### src/hw/rtl/tpps_pkg.sv
// Shared types and constants for the timer prescaler and period solver.
`default_nettype none
package tpps_pkg;

	localparam int unsigned WORD_BITS = 32;
	localparam int unsigned DIV_STEPS = 32;
	localparam int unsigned DIV_CNT_BITS = 6;
	localparam int unsigned NARROW_SHIFT = 16;
	localparam logic [32:0] NARROW_PERIOD_MAX = 33'h0_0000_FFFF;
	localparam logic [15:0] GRANULARITY_RESET = 16'd255;

	typedef struct packed {
		logic start;
		logic big;
		logic [WORD_BITS-1:0] dividend;
		logic [WORD_BITS-1:0] divisor;
	} div_req_t;

	typedef struct packed {
		logic done;
		logic [WORD_BITS-1:0] quotient;
	} div_rsp_t;

endpackage
`default_nettype wire

### src/hw/rtl/tpps_mul.sv
// Shift-and-add multiplier, one multiplier bit per cycle, keeping the low 32 bits and flagging overflow.
`default_nettype none
module tpps_mul #(
	parameter int unsigned MW = 17
) (
	input  wire logic          clk,
	input  wire logic          arst_n,
	input  wire logic          start,
	input  wire logic [31:0]   multiplicand,
	input  wire logic [MW-1:0] multiplier,
	output logic               done,
	output logic [31:0]        product,
	output logic               ovf
);
	import tpps_pkg::*;

	localparam int unsigned CW = $clog2(MW + 1);

	logic          busy_q;
	logic [CW-1:0] cnt_q;
	logic [MW-1:0] mr_q;
	logic [31:0]   acc_q;
	logic          ovf_q;
	logic [33:0]   sum;

	always_comb begin
		sum = {1'b0, acc_q, 1'b0} + (mr_q[MW-1] ? {2'b00, multiplicand} : 34'd0);
	end

	always_ff @(posedge clk or negedge arst_n) begin
		if (!arst_n) begin
			busy_q <= 1'b0;
			cnt_q <= '0;
		end else if (start) begin
			busy_q <= 1'b1;
			cnt_q <= CW'(MW);
		end else if (busy_q) begin
			if (cnt_q == '0) begin
				busy_q <= 1'b0;
			end else begin
				cnt_q <= cnt_q - CW'(1);
			end
		end
	end

	always_ff @(posedge clk) begin
		if (start) begin
			mr_q <= multiplier;
			acc_q <= '0;
			ovf_q <= 1'b0;
		end else if (busy_q && cnt_q != '0) begin
			mr_q <= {mr_q[MW-2:0], 1'b0};
			acc_q <= sum[WORD_BITS-1:0];
			ovf_q <= ovf_q | (sum[33:32] != 2'b00);
		end
	end

	assign done = busy_q && cnt_q == '0;
	assign product = acc_q;
	assign ovf = ovf_q;

endmodule
`default_nettype wire

### src/hw/rtl/tpps_div.sv
// Restoring divider, one quotient bit per cycle.
`default_nettype none
module tpps_div (
	input  wire logic               clk,
	input  wire logic               arst_n,
	input  wire tpps_pkg::div_req_t req,
	output tpps_pkg::div_rsp_t      rsp
);
	import tpps_pkg::*;

	logic                    busy_q;
	logic [DIV_CNT_BITS-1:0] cnt_q;
	logic [WORD_BITS-1:0]    nq_q;
	logic [WORD_BITS-1:0]    rem_q;
	logic [WORD_BITS-1:0]    d_q;
	logic                    big_q;
	logic [WORD_BITS:0]      trial;
	logic                    fits;

	always_comb begin
		trial = {rem_q, nq_q[WORD_BITS-1]};
		fits = !big_q && trial >= {1'b0, d_q};
	end

	always_ff @(posedge clk or negedge arst_n) begin
		if (!arst_n) begin
			busy_q <= 1'b0;
			cnt_q <= '0;
		end else if (req.start) begin
			busy_q <= 1'b1;
			cnt_q <= DIV_CNT_BITS'(DIV_STEPS);
		end else if (busy_q) begin
			if (cnt_q == '0) begin
				busy_q <= 1'b0;
			end else begin
				cnt_q <= cnt_q - DIV_CNT_BITS'(1);
			end
		end
	end

	always_ff @(posedge clk) begin
		if (req.start) begin
			nq_q <= req.dividend;
			rem_q <= '0;
			d_q <= req.divisor;
			big_q <= req.big;
		end else if (busy_q && cnt_q != '0) begin
			nq_q <= {nq_q[WORD_BITS-2:0], fits};
			rem_q <= fits ? WORD_BITS'(trial - {1'b0, d_q}) : trial[WORD_BITS-1:0];
		end
	end

	assign rsp.done = busy_q && cnt_q == '0;
	assign rsp.quotient = nq_q;

endmodule
`default_nettype wire

### src/hw/rtl/timer_prescaler_period_solver_core.sv
// Top level of the timer prescaler and period solver with its sequencer.
//
// Channel   Direction  Handshake               Word
// in        input      in_valid / in_ready     ref_clock_hz, target_freq_hz, wide_counter
// out       output     out_valid / out_ready   status, prescaler, period
// cfg       input      cfg_we                  cfg_wdata (min_granularity)
//
// From acceptance to out_valid a word makes two MW-step passes through the bit-serial multiplier
// and two 32-step passes through the divider, in turn, MW = max(PRESCALER_BITS + 1, 16); then the
// result is loaded into the output register, and the sequencer returns to idle for the next word.
// An error found early skips the remaining passes.
// Reset clears the sequencer, the output valid flag and sets min_granularity to 255.
// A new word is taken while a finished result waits; the sequencer holds in its last
// state only when the output register is still full.
`default_nettype none
module timer_prescaler_period_solver_core #(
	parameter int unsigned PRESCALER_BITS = 16,
	parameter int unsigned WIDE_PERIOD_BITS = 32
) (
	input  wire logic                      clk,
	input  wire logic                      arst_n,
	input  wire logic                      in_valid,
	output logic                           in_ready,
	input  wire logic [31:0]               ref_clock_hz,
	input  wire logic [31:0]               target_freq_hz,
	input  wire logic                      wide_counter,
	output logic                           out_valid,
	input  wire logic                      out_ready,
	output logic                           status,
	output logic [PRESCALER_BITS-1:0]      prescaler,
	output logic [31:0]                    period,
	input  wire logic                      cfg_we,
	input  wire logic [15:0]               cfg_wdata
);
	import tpps_pkg::*;

	localparam int unsigned MW = (PRESCALER_BITS + 1 > 16) ? PRESCALER_BITS + 1 : 16;
	localparam logic [32:0] MAX_PRESC = 33'((64'd1 << PRESCALER_BITS) - 64'd1);
	localparam logic [32:0] WIDE_PERIOD_MAX = 33'((64'd1 << WIDE_PERIOD_BITS) - 64'd1);

	typedef enum logic [5:0] {
		S_IDLE = 6'b000001,
		S_GMUL = 6'b000010,
		S_DIV1 = 6'b000100,
		S_PMUL = 6'b001000,
		S_DIV2 = 6'b010000,
		S_FIN  = 6'b100000
	} state_t;

	state_t                    state_q;
	logic [15:0]               gran_q;
	logic [31:0]               ref_q;
	logic [31:0]               freq_q;
	logic                      wide_q;
	logic                      err_q;
	logic [PRESCALER_BITS-1:0] presc_q;
	logic [31:0]               per_q;
	logic                      out_valid_q;
	logic                      status_q;
	logic [PRESCALER_BITS-1:0] prescaler_q;
	logic [31:0]               period_q;

	logic           accept;
	logic           mul_start;
	logic [MW-1:0]  mul_mr;
	logic           mul_done;
	logic [31:0]    mul_prod;
	logic           mul_ovf;
	div_req_t       dreq;
	div_rsp_t       drsp;
	logic [63:0]    div1_d;
	logic [32:0]    maxper;
	logic [32:0]    quot_m1;
	logic           out_free;

	assign accept = in_valid && in_ready;
	assign in_ready = state_q == S_IDLE;
	assign out_free = !out_valid_q || out_ready;

	always_comb begin
		if (wide_q) begin
			div1_d = ({32'd0, freq_q} << WIDE_PERIOD_BITS) + {32'd0, freq_q};
			maxper = WIDE_PERIOD_MAX;
		end else begin
			div1_d = ({32'd0, freq_q} << NARROW_SHIFT) + {32'd0, freq_q};
			maxper = NARROW_PERIOD_MAX;
		end
		quot_m1 = {1'b0, drsp.quotient} - 33'd1;
	end

	always_comb begin
		mul_start = 1'b0;
		mul_mr = MW'(gran_q == 16'd0 ? 16'd1 : gran_q);
		dreq.start = 1'b0;
		dreq.big = 1'b0;
		dreq.dividend = ref_q;
		dreq.divisor = div1_d[31:0];
		case (state_q)
			S_IDLE: begin
				mul_start = accept;
			end
			S_GMUL: begin
				dreq.big = |div1_d[63:32];
				dreq.start = mul_done && !(freq_q == 32'd0 || mul_ovf || mul_prod > ref_q);
			end
			S_DIV1: begin
				mul_mr = MW'(drsp.quotient[PRESCALER_BITS-1:0]) + MW'(1);
				mul_start = drsp.done && {1'b0, drsp.quotient} <= MAX_PRESC;
			end
			S_PMUL: begin
				dreq.big = mul_ovf;
				dreq.divisor = mul_prod;
				dreq.start = mul_done;
			end
			default: begin
			end
		endcase
	end

	tpps_mul #(
		.MW(MW)
	) u_mul (
		.clk(clk),
		.arst_n(arst_n),
		.start(mul_start),
		.multiplicand(freq_q),
		.multiplier(mul_mr),
		.done(mul_done),
		.product(mul_prod),
		.ovf(mul_ovf)
	);

	tpps_div u_div (
		.clk(clk),
		.arst_n(arst_n),
		.req(dreq),
		.rsp(drsp)
	);

	always_ff @(posedge clk or negedge arst_n) begin
		if (!arst_n) begin
			state_q <= S_IDLE;
			out_valid_q <= 1'b0;
			gran_q <= GRANULARITY_RESET;
		end else begin
			if (cfg_we) begin
				gran_q <= cfg_wdata;
			end
			if (state_q == S_FIN && out_free) begin
				out_valid_q <= 1'b1;
			end else if (out_ready) begin
				out_valid_q <= 1'b0;
			end
			case (state_q)
				S_IDLE: begin
					if (accept) begin
						state_q <= S_GMUL;
					end
				end
				S_GMUL: begin
					if (mul_done) begin
						state_q <= dreq.start ? S_DIV1 : S_FIN;
					end
				end
				S_DIV1: begin
					if (drsp.done) begin
						state_q <= mul_start ? S_PMUL : S_FIN;
					end
				end
				S_PMUL: begin
					if (mul_done) begin
						state_q <= S_DIV2;
					end
				end
				S_DIV2: begin
					if (drsp.done) begin
						state_q <= S_FIN;
					end
				end
				S_FIN: begin
					if (out_free) begin
						state_q <= S_IDLE;
					end
				end
				default: begin
					state_q <= S_IDLE;
				end
			endcase
		end
	end

	always_ff @(posedge clk) begin
		case (state_q)
			S_IDLE: begin
				if (accept) begin
					ref_q <= ref_clock_hz;
					freq_q <= target_freq_hz;
					wide_q <= wide_counter;
					err_q <= 1'b0;
				end
			end
			S_GMUL: begin
				if (mul_done && !dreq.start) begin
					err_q <= 1'b1;
				end
			end
			S_DIV1: begin
				if (drsp.done) begin
					presc_q <= drsp.quotient[PRESCALER_BITS-1:0];
					if (!mul_start) begin
						err_q <= 1'b1;
					end
				end
			end
			S_DIV2: begin
				if (drsp.done) begin
					per_q <= quot_m1[31:0];
					if (drsp.quotient == 32'd0 || quot_m1 > maxper) begin
						err_q <= 1'b1;
					end
				end
			end
			S_FIN: begin
				if (out_free) begin
					status_q <= err_q;
					prescaler_q <= err_q ? '0 : presc_q;
					period_q <= err_q ? 32'd0 : per_q;
				end
			end
			default: begin
			end
		endcase
	end

	assign out_valid = out_valid_q;
	assign status = status_q;
	assign prescaler = prescaler_q;
	assign period = period_q;

endmodule
`default_nettype wire

### config.mk
export PLATFORM = sky130hd
export DESIGN_NAME = timer_prescaler_period_solver_core
export DESIGN_NICKNAME = d
export VERILOG_FILES = /design/src/hw/rtl/tpps_pkg.sv /design/src/hw/rtl/tpps_mul.sv /design/src/hw/rtl/tpps_div.sv /design/src/hw/rtl/timer_prescaler_period_solver_core.sv
export SDC_FILE = /design/constraint.sdc
export NUM_CORES = 1
export LEC_CHECK = 0
export BUFFER_PORTS_ARGS = -buffer_cell sky130_fd_sc_hd__clkbuf_2
export CAP_MARGIN = 15
export CORE_ASPECT_RATIO = 0.7
export CORE_UTILIZATION = 60
export CTS_CLUSTER_SIZE = 14
export DETAILED_ROUTE_END_ITERATION = 16
export GPL_TIMING_DRIVEN = 0
export PLACE_DENSITY = 0.88
export SETUP_SLACK_MARGIN = 0.05
export SLEW_MARGIN = 20
export SYNTH_ARGS = -nofsm -noshare
export SYNTH_HDL_FRONTEND = slang
export SYNTH_HIERARCHICAL = 1
export SYNTH_SLANG_ARGS = --single-unit
### constraint.sdc
create_clock -name clk -period 9.5 [get_ports clk]
set_clock_uncertainty 0.2 [all_clocks]
set_input_delay 0.475 -clock clk [delete_from_list [all_inputs] [get_ports clk]]
set_output_delay 0.475 -clock clk [all_outputs]
set_load 0.05 [all_outputs]
* After elaboration in Yosys (flattened, before gate mapping)
Cells that the tools add are included.
Storage, ports and cells: flip-flop bits (word level) 346, latch bits 0, RAM bits 0, memory bits (read-only) 0, input bits 86, output and inout port bits 51, logic and storage cells 137, memories kept 0
Operators by class: add/sub/neg operators 8, multipliers 0, divide/modulo/power cells 0, $lt $le $gt $ge 4, eq/ne operators 17, shifts and indexed selects 0, multiplexer cells 43, bitwise gates (word level) 1, reduce and logical (&&, ||, !) cells 41
Operator list (count):
- $mux 32 | 6
- $mux 6 | 11
- $add 64x32->64 | 1
- $logic_not 32->1 | 2
- $mux 64 | 1
- $mux 17 | 3
- $add 48x32->49 | 1
- $pmux 6 s6 | 1
- $add 33x34->34 | 1
- $ge 33x32->1 | 1
- $gt 33x32->1 | 1
- $sub 32x1->33 const B | 1
- $gt 32x32->1 | 1
- $le 32x16->1 const B | 1
- $reduce_or 32->1 | 1
- $sub 32x32->32 | 1
- $ne 2x2->1 const B | 10
- $add 16x1->17 const B | 1
- $logic_not 16->1 | 1
- $mux 16 | 1
- $mux 5 | 3
- $mux 1 | 14
- $reduce_and 2->1 | 6
- $reduce_bool 2->1 | 6
- 23 further kinds | 38

* Logic depth before layout (Yosys ltp)
Gate-level depths: netlist of the first run.
word-level depth 10, mapped depth 20, depth with buffers taken out 20

* Hierarchy
Netlist of the first run, hierarchy kept.
By module, submodules not included:
- timer_prescaler_period_solver_core | times used 1, cells an instance 976, area an instance 10485.1 µm², sequential area each 5481.5 µm²
- tpps_div | times used 1, cells an instance 565, area an instance 5901.9 µm², sequential area each 2767.7 µm²
- tpps_mul | times used 1, cells an instance 451, area an instance 3970.1 µm², sequential area each 1321.3 µm²

* Worst setup path before layout of the first run
Ideal clock, no wire load.
path kind reg2reg, start reg u_mul.acc_q[1] (netlist: u_mul/product[1]), end reg u_div.nq_q[0] (enable), setup time 0.391 ns, arrival 4.545 ns, data required time 8.909 ns, slack 4.364 ns, stages on the path, launching flop included 15, buffers on the path 2, period minus slack after synthesis 5.136 ns, path through dfxtp_1 > ha_1 > nor2b_1 > o21a_1 > o21ai_0 > a21oi_1 > o311ai_0 > nand4_1 > a21oi_1 > nor2_1 > nor2_1 > clkbuf_1 > inv_1 > clkbuf_1 > nand2_1
RTL lines:
- from (decl) | RTL line tpps_mul.sv:22 | logic [31:0] acc_q;
- from (signal assigned) | RTL line tpps_mul.sv:53 | acc_q <= sum[WORD_BITS-1:0];
- to (signal assigned) | RTL line tpps_div.sv:43 | nq_q <= req.dividend;
- to (signal assigned) | RTL line tpps_div.sv:48 | nq_q <= {nq_q[WORD_BITS-2:0], fits};
- to (decl) | RTL line tpps_div.sv:13 | logic [WORD_BITS-1:0] nq_q;

* Worst setup path after layout of the first run
start reg u_div.nq_q[0], end reg err_q (enable)
Between the ends: longest elaborated chain between the ends 5, elaborated cells between the ends (all ways) 10, those cells by class add/sub (1); order compare (2); eq/ne (2); mux (1); reduce/logical (4)
Ends and longest elaborated chain:
- $sub 32x1->33 | RTL line timer_prescaler_period_solver_core.sv:88 | quot_m1 = {1'b0, drsp.quotient} - 33'd1;
- net quot_m1[0] | RTL line timer_prescaler_period_solver_core.sv:73 | logic [32:0] quot_m1;
- $gt 33x32->1 | RTL line timer_prescaler_period_solver_core.sv:218 | if (drsp.quotient == 32'd0 || quot_m1 > maxper) begin
- $logic_or 1x1->1 | RTL line timer_prescaler_period_solver_core.sv:218
- $ne 2x2->1 (no line)
- $reduce_and 7->1 (no line)
- to (signal assigned) | RTL line timer_prescaler_period_solver_core.sv:204 | err_q <= 1'b1;
- to (signal assigned) | RTL line timer_prescaler_period_solver_core.sv:211 | err_q <= 1'b1;
- to (signal assigned) | RTL line timer_prescaler_period_solver_core.sv:219 | err_q <= 1'b1;
- to (decl) | RTL line timer_prescaler_period_solver_core.sv:55 | logic err_q;
The timed path passes the listed nets, and every way through them passes these cells. A chain may end at the register's enable or synchronous reset.

==> impl_metrics.toml, run 1 <==
[grt]
grt_antenna_before_repair = 2
grt-ovfl-total = 0
grtUsageTotal_pct = 34.0
grt_pass1_wl_um = 91000
grt_max_degree = 49
grt_pass1_vias = 16444

[setup_path]
cp.required_ns = 9.58
start_kind = "flop"
cp_max_fo = 11
crit_slowest_cell = "a2111oi_0"
critical-path-top-delay-family = "simple AND/OR/NAND/NOR gates"
path_class = "reg2reg"
arrival_ns = 6.33
slowest_delay_ns = 0.83
critPathBufInv = 2
cp_cell_sequence = "inv_1, ha_1, inv_1, or3_1, nor3_1, nand2_1, nor2_1, nand2_1, nor4_1, xor2_1, ha_1, a21o_1, a21o_1, a211o_1, a21oi_1, nor2_1, a2111oi_0, nand3_1, a21oi_1, nor3_1"
end_kind = "flop"

[logic_synthesis]
ys_ff_latch = 346
yosys.area.top_type_share_pct = 36.1
async_flop_share_pct = 10.4
yosys_warnings = 6
synth_area_um2 = 20400
yosys.area.top_type = "edfxtp_1"
synth_nets = 2214
seq_area_frac_synth_pct = 47.0
postSynthCellCount = 1992
synth_edf_count = 245
ys_types = 86
synth_top_flop_cell = "edfxtp_1"
syn_area_per_cell_um2 = 10.2
synth_area_leaders = "edfxtp_1 36%, ha_1 8.2%, dfxtp_1 6.4%"

[clock_network]
clk_latency_ns = 0.54
numCtsBuffers = 35
cts_resized = 0
post_cts_buffers = 0
clock_path_buffers = 3
cts_root_buf = "clkbuf_16"
cts_tree = "built"
cts_sinks = 346
htreeDepth = 2
clk_pin_slew_worst_paths_ns = 0.07

[die]
die_area_um2 = 34700
pin_count = 137
fp.dieW_um = 222
coreArea_um2 = 33400
dieHeight_um = 156
row_count = 56
start_util_pct = 60.9

[detailed_routing]
wl_per_cell_um = 21.9
routed_via_density = 6.37
drtIter0Drc = 2187
finalWirelength_um = 59300
num_vias = 17258
drc_errors = 0
drtPass1Iterations = 7
drt.antenna.violating_nets = 0

[placed_design]
portBuffers = 135
dp_hpwl_um = 43100
globalplace.congestion = 1.05
postPlaceCellArea_um2 = 21700

[timing]
finalCriticalPeriod_ns = 6.25
min_period_over_period_pct = 65.8
max_clock_freq_mhz = 160
setup_viol = 0
whs_ns = 0.0123
max_slew.worst_pin.slew_ns = 1.08
rsz0062_at_grt = "false"
timing.slew.headroom_pct = 27.6
setup_tns_ns = 0
finalMaxSlewViolations = 0
hold_viol_final = 0

[power_and_ir_drop]
power_density_nw_per_um2 = 236
p_leak_nw = 9.70
finalPower_w = 0.00556
max-vdd-ir-drop_mv = 0.232

[status]
status = "finished, final reports clean"

[job]
drv_cap = 0

[final_layout]
drive_gt1_share_pct = 13.7
multiInputGateArea_um2 = 10000
finalInstanceArea_um2 = 23600
register_area_um2 = 9570
area_growth_syn_to_layout_pct = 15.9
nNetsFinal = 2471
fillers = 2362

[hold_path]
worstHoldPathType = "in2reg"
[per-layer routing]
layer	global-route usage (%)	routed length, um
met2	49.8	25300
met4	9.29	1430
met3	10.8	7380
met5	1.40	89
met1	48.2	25100
[report_power, final]
group          internal (W)  switching, W  total [W]
Sequential          0.00190      0.000265    0.00216
Clock              0.000766      0.000594    0.00136
Combinational      0.000808       0.00123    0.00204
Total               0.00347       0.00209    0.00556
[kinds of logic (layout without fill, tap and decap cells)]
logic type / after synthesis / in the layout / share of synthesized area, %
other: 0 / 1 / 0
adders and majority gates: 136 / 136 / 8.47
DFF: 346 / 346 / 47.0
xor gates and xnor gates: 116 / 116 / 4.99
muxes: 98 / 98 / 5.22
and+or+nand+nor: 626 / 626 / 15.7
AOI/OAI and AO/OA: 471 / 471 / 14.7
buffers and inverters: 199 / 481 / 3.90
[through the flow]
stage	cells	setup WS (ns)	util (%)
5_1_grt	2709	3.11	70.6
2_1_floorplan	1992	4.36	-
3_5_place_dp	2567	3.58	64.9
4_1_cts	2709	3.51	70.6
6_report	2710	3.25	70.6
3_3_place_gp	2562	2.58	64.6
[final cells by class]
class                   instances  area share, %
flip-flops and latches        346           40.6
repair buffers                220           6.62
clock buffers                  47           4.04
well taps                     435           2.31
plain buffers                  88           1.60
multi-input cells            1447           42.5
inverters                     111           1.78
diodes                          1         0.0106
clock inverters                15          0.621
[Yosys cell counts (6+ instances only)]
cell type  instances
dfrtp_1           27
a21o_1            40
a211o_1            9
nand3_1           45
a211oi_1          22
o21bai_1          10
a22o_1            14
nand3b_1           8
nor4_1            32
ha_1             133
xor2_1            49
a31oi_1           11
nand2_1          177
clkbuf_1          71
edfxtp_1         245
and3_1            13
mux2_2            65
nor2b_1           62
o21a_1            14
and2_1            38
o31ai_1            9
xnor2_1           67
nor2_1           118
o211ai_1          14
mux2i_1           33
nand4_1           38
o21ai_0          101
or3_1              9
dfstp_2            9
dfxtp_1           65
nor3_1            29
o22ai_1            9
or4_1              6
inv_1            111
a21oi_1          162
nand2b_1          18
[worst paths after layout]
path / start / end / slack (ns) / depth (start not counted)
max in group asynchronous: arst_n / gran_q[8] / 8.05 / 2
worst max register to register: u_div/nq_q[0] / err_q / 3.25 / 20
min in group asynchronous: arst_n / u_div/cnt_q[0] / 0.45 / 2
worst min-delay path: cfg_wdata[0] / gran_q[0] / 0.01 / 2
worst min register to register: u_div/nq_q[13] / presc_q[13] / 0.30 / 0
worst max-delay path: u_div/nq_q[0] / err_q / 3.25 / 20
[state kept, by name, summed over array words and instances (netlist names)]
signal         count
ref_q             32
u_div/cnt_q        6
u_div/d_q         32
u_div/busy_q       1
freq_q            32
wide_q             1
state_q            6
gran_q            16
u_div/big_q        1
out_valid          1
u_div/nq_q        32
u_mul/cnt_q        5
err_q              1
period            32
status             1
presc_q           16
u_mul/busy_q       1
per_q             32
u_mul/ovf          1
u_div/rem_q       32
prescaler         16
u_mul/product     32
u_mul/mr_q        17
[layout by cell type (no fill, tap or decap), drive strengths merged, types with 7 or more instances in the layout]
| cell type | count |
|---|---|
| nand2b | 19 |
| nor2b | 62 |
| dfxtp | 65 |
| a211oi | 24 |
| dfstp | 9 |
| nand2 | 178 |
| o22ai | 9 |
| and3 | 13 |
| a21o | 40 |
| a211o | 9 |
| xnor2 | 67 |
| clkbuf | 252 |
| nor4 | 33 |
| a31oi | 11 |
| nand4 | 38 |
| nor2 | 118 |
| and2 | 38 |
| o21bai | 10 |
| mux2i | 33 |
| a22o | 14 |
| or4 | 7 |
| nand3 | 45 |
| o21ai | 106 |
| dfrtp | 27 |
| buf | 23 |
| a21oi | 165 |
| mux2 | 65 |
| xor2 | 49 |
| clkinv | 9 |
| o211ai | 15 |
| o31ai | 9 |
| dlygate4sd3 | 80 |
| inv | 113 |
| or3 | 11 |
| o21a | 14 |
| edfxtp | 245 |
| nand3b | 8 |
| ha | 133 |
| nor3 | 31 |
[repair_timing]
action | CTS | global route
hold buffers | 80 | 0
hold endpoints to repair | 106 | 0
endpoints found under the setup margin | 0 | 0
No activity file was read; power rests on OpenSTA's default activity.
==> run 2: changes to the inputs <==
clock period = 5.9 ns   (was 9.5 ns; I/O delays follow)
==> run 2 against run 1 <==
Effect of this change: critical path depth down 1; hold slack better by 0.052 ns; critical path type unchanged; largest power group unchanged; cell area up 0.40%; clock power up 61%; first-iteration DRC count up 1.4%.
==> impl_metrics.toml, run 2 (synthesis gave the netlist of run 1 again) <==
[status]
status = "finished, final reports clean"

[timing]
timing.slew.headroom_pct = 22.8
layout_setup_ws_ns = 0.218
setup_viol = 0
max_clock_freq_mhz = 176
whs_ns = 0.0638
max_slew.worst_pin.slew_ns = 1.14
finalMaxSlewViolations = 0
hold_viol_final = 0
finalCriticalPeriod_ns = 5.68
min_period_over_period_pct = 96.3

[clock_network]
cts_root_buf = "clkbuf_16"
htreeDepth = 2
cts_tree = "built"
clk_latency_ns = 0.53
clock_path_buffers = 3
clk_pin_slew_worst_paths_ns = 0.07
numCtsBuffers = 35
cts_sinks = 346

[grt]
grt_pass1_wl_um = 91100
grt_pass1_vias = 16419
grt-ovfl-total = 0
grt_max_degree = 49
grtUsageTotal_pct = 34.0
grt_antenna_before_repair = 2

[hold_path]
holdPathEnd = "gran_q[2]"
min_from = "cfg_we"
hold_depth = 2
worstHoldPathType = "in2reg"

[die]
dieHeight_um = 156
coreArea_um2 = 33400
fp.dieW_um = 222
die_area_um2 = 34700
pin_count = 137
row_count = 56
start_util_pct = 60.9

[setup_path]
crit_slowest_cell = "or4_4"
path_class = "reg2reg"
cp.required_ns = 5.92
end_kind = "flop"
regToRegStartpoint = "u_div/nq_q[5]"
slowest_delay_ns = 0.58
arrival_ns = 5.70
timing.rr.end = "err_q"
reg2regPathDepth = 19
cp_cell_sequence = "or4_4, buf_6, or3_4, buf_6, or4b_4, or3_4, nand2b_4, nand2b_1, xnor2_1, ha_1, nand2_1, nor3_2, and3_1, nand3_1, nor4_2, nand4_1, nand3_1, a21oi_1, nor3_1"
cp_max_fo = 8
start_kind = "flop"
rrSetupSlack_ns = 0.22

[detailed_routing]
wl_per_cell_um = 21.9
drc_errors = 0
routed_via_density = 6.35
drt.antenna.violating_nets = 0
drtIter0Drc = 2217
finalWirelength_um = 59600
num_vias = 17251
drtPass1Iterations = 6

[placed_design]
place_worst_setup_slack_ns = -0.0238
globalplace.congestion = 1.05
dp_hpwl_um = 43100
portBuffers = 135

[final_layout]
fillers = 2343
nNetsFinal = 2478
drive_gt1_share_pct = 14.1
n_antenna_cell = 0
final_cell_mix = "245 x edfxtp_1, 176 x nand2_1, 162 x a21oi_1"
mostFrequentLayoutCell = "edfxtp_1"
area_growth_syn_to_layout_pct = 16.3

[power_and_ir_drop]
p_leak_nw = 9.74
power_density_nw_per_um2 = 378
max-vdd-ir-drop_mv = 0.371

[job]
drv_cap = 0
==> run 2: cell types whose count changed in the layout (fill, tap and decap cells not counted) <==
cell	before	now
diode_2	1	0
a2111oi_2	0	1
xor2_1	49	48
buf_2	6	7
xor2_2	0	1
nor4_1	32	31
buf_4	3	7
clkbuf_1	81	79
nor3_1	29	27
nor3_2	2	4
a2111oi_0	4	3
nor4_2	0	1
dlygate4sd3_1	80	84
==> run 2: per-stage QoR <==
step	total power, W	util, %	cells	cell area, um2	TNS, ns
finish	0.00896	70.9	2716	23700	0
global route	0.00937	70.9	2716	23700	-0.00974
CTS	0.00882	70.7	2713	23600	0
detailed placement	0.00658	64.9	2567	21700	-0.0238
global placement	0.00646	64.6	2562	21600	-40.83
floorplan	0.00563	-	1992	20400	0
==> run 2: per-layer routing <==
metal | vias to the layer above | global-route usage [%] | part of all wire, %
met5 | - | 1.40 | 0.15
met4 | 6 | 9.19 | 2.4
met3 | 147 | 10.8 | 12
met2 | 1012 | 49.8 | 43
met1 | 8258 | 48.3 | 42
li1 | 7828 | - | -
==> run 2: layout make-up <==
cell class / count / area (um2) / share of cell area [%]
plain buffers: 87 / 375 / 1.58
clock buffers: 47 / 952 / 4.02
clock inverters: 15 / 146 / 0.618
inverters: 111 / 419 / 1.77
multi-input cells: 1447 / 10000 / 42.4
flip-flops and latches: 346 / 9570 / 40.4
well taps: 435 / 544 / 2.30
repair buffers: 228 / 1630 / 6.89
==> run 2: what timing repair did <==
| item | CTS | global route |
|---|---|---|
| hold endpoints to repair | 111 | 0 |
| endpoints found under the setup margin | 1 | 1 |
| hold buffers | 84 | 0 |
| setup buffers | 0 | 4 |
| resized for setup | 1 | 8 |
==> run 2: worst max-delay path by stage <==
stage / from / endpoint / slack [ns] / cells past startpoint
floorplan: u_mul/product[1] / u_div/nq_q[0] / 0.76 / 14
global placement: ref_q[31] / u_div/nq_q[8] / -1.02 / 12
detailed placement: u_div/nq_q[5] / err_q / -0.02 / 19
CTS: u_div/nq_q[0] / err_q / 0.06 / 20
global route: u_div/nq_q[3] / err_q / -0.01 / 20
finish: u_div/nq_q[5] / err_q / 0.22 / 19
==> run 2: worst max-delay path: cells and delay by family (launching register included) <==
kind / cells / cell delay, ns
and+or+nand+nor: 14 / 3.73
DFF: 1 / 0.56
AOI/OAI and AO/OA: 1 / 0.07
adders and majority gates: 1 / 0.33
buffers and inverters: 2 / 0.29
xor gates and xnor gates: 1 / 0.17
==> run 2: power by group <==
part,internal (W),leakage (nW),switching [W]
Sequential,0.00305,3.23,0.000428
Clock,0.00123,0.536,0.000953
Combinational,0.00131,5.97,0.00199
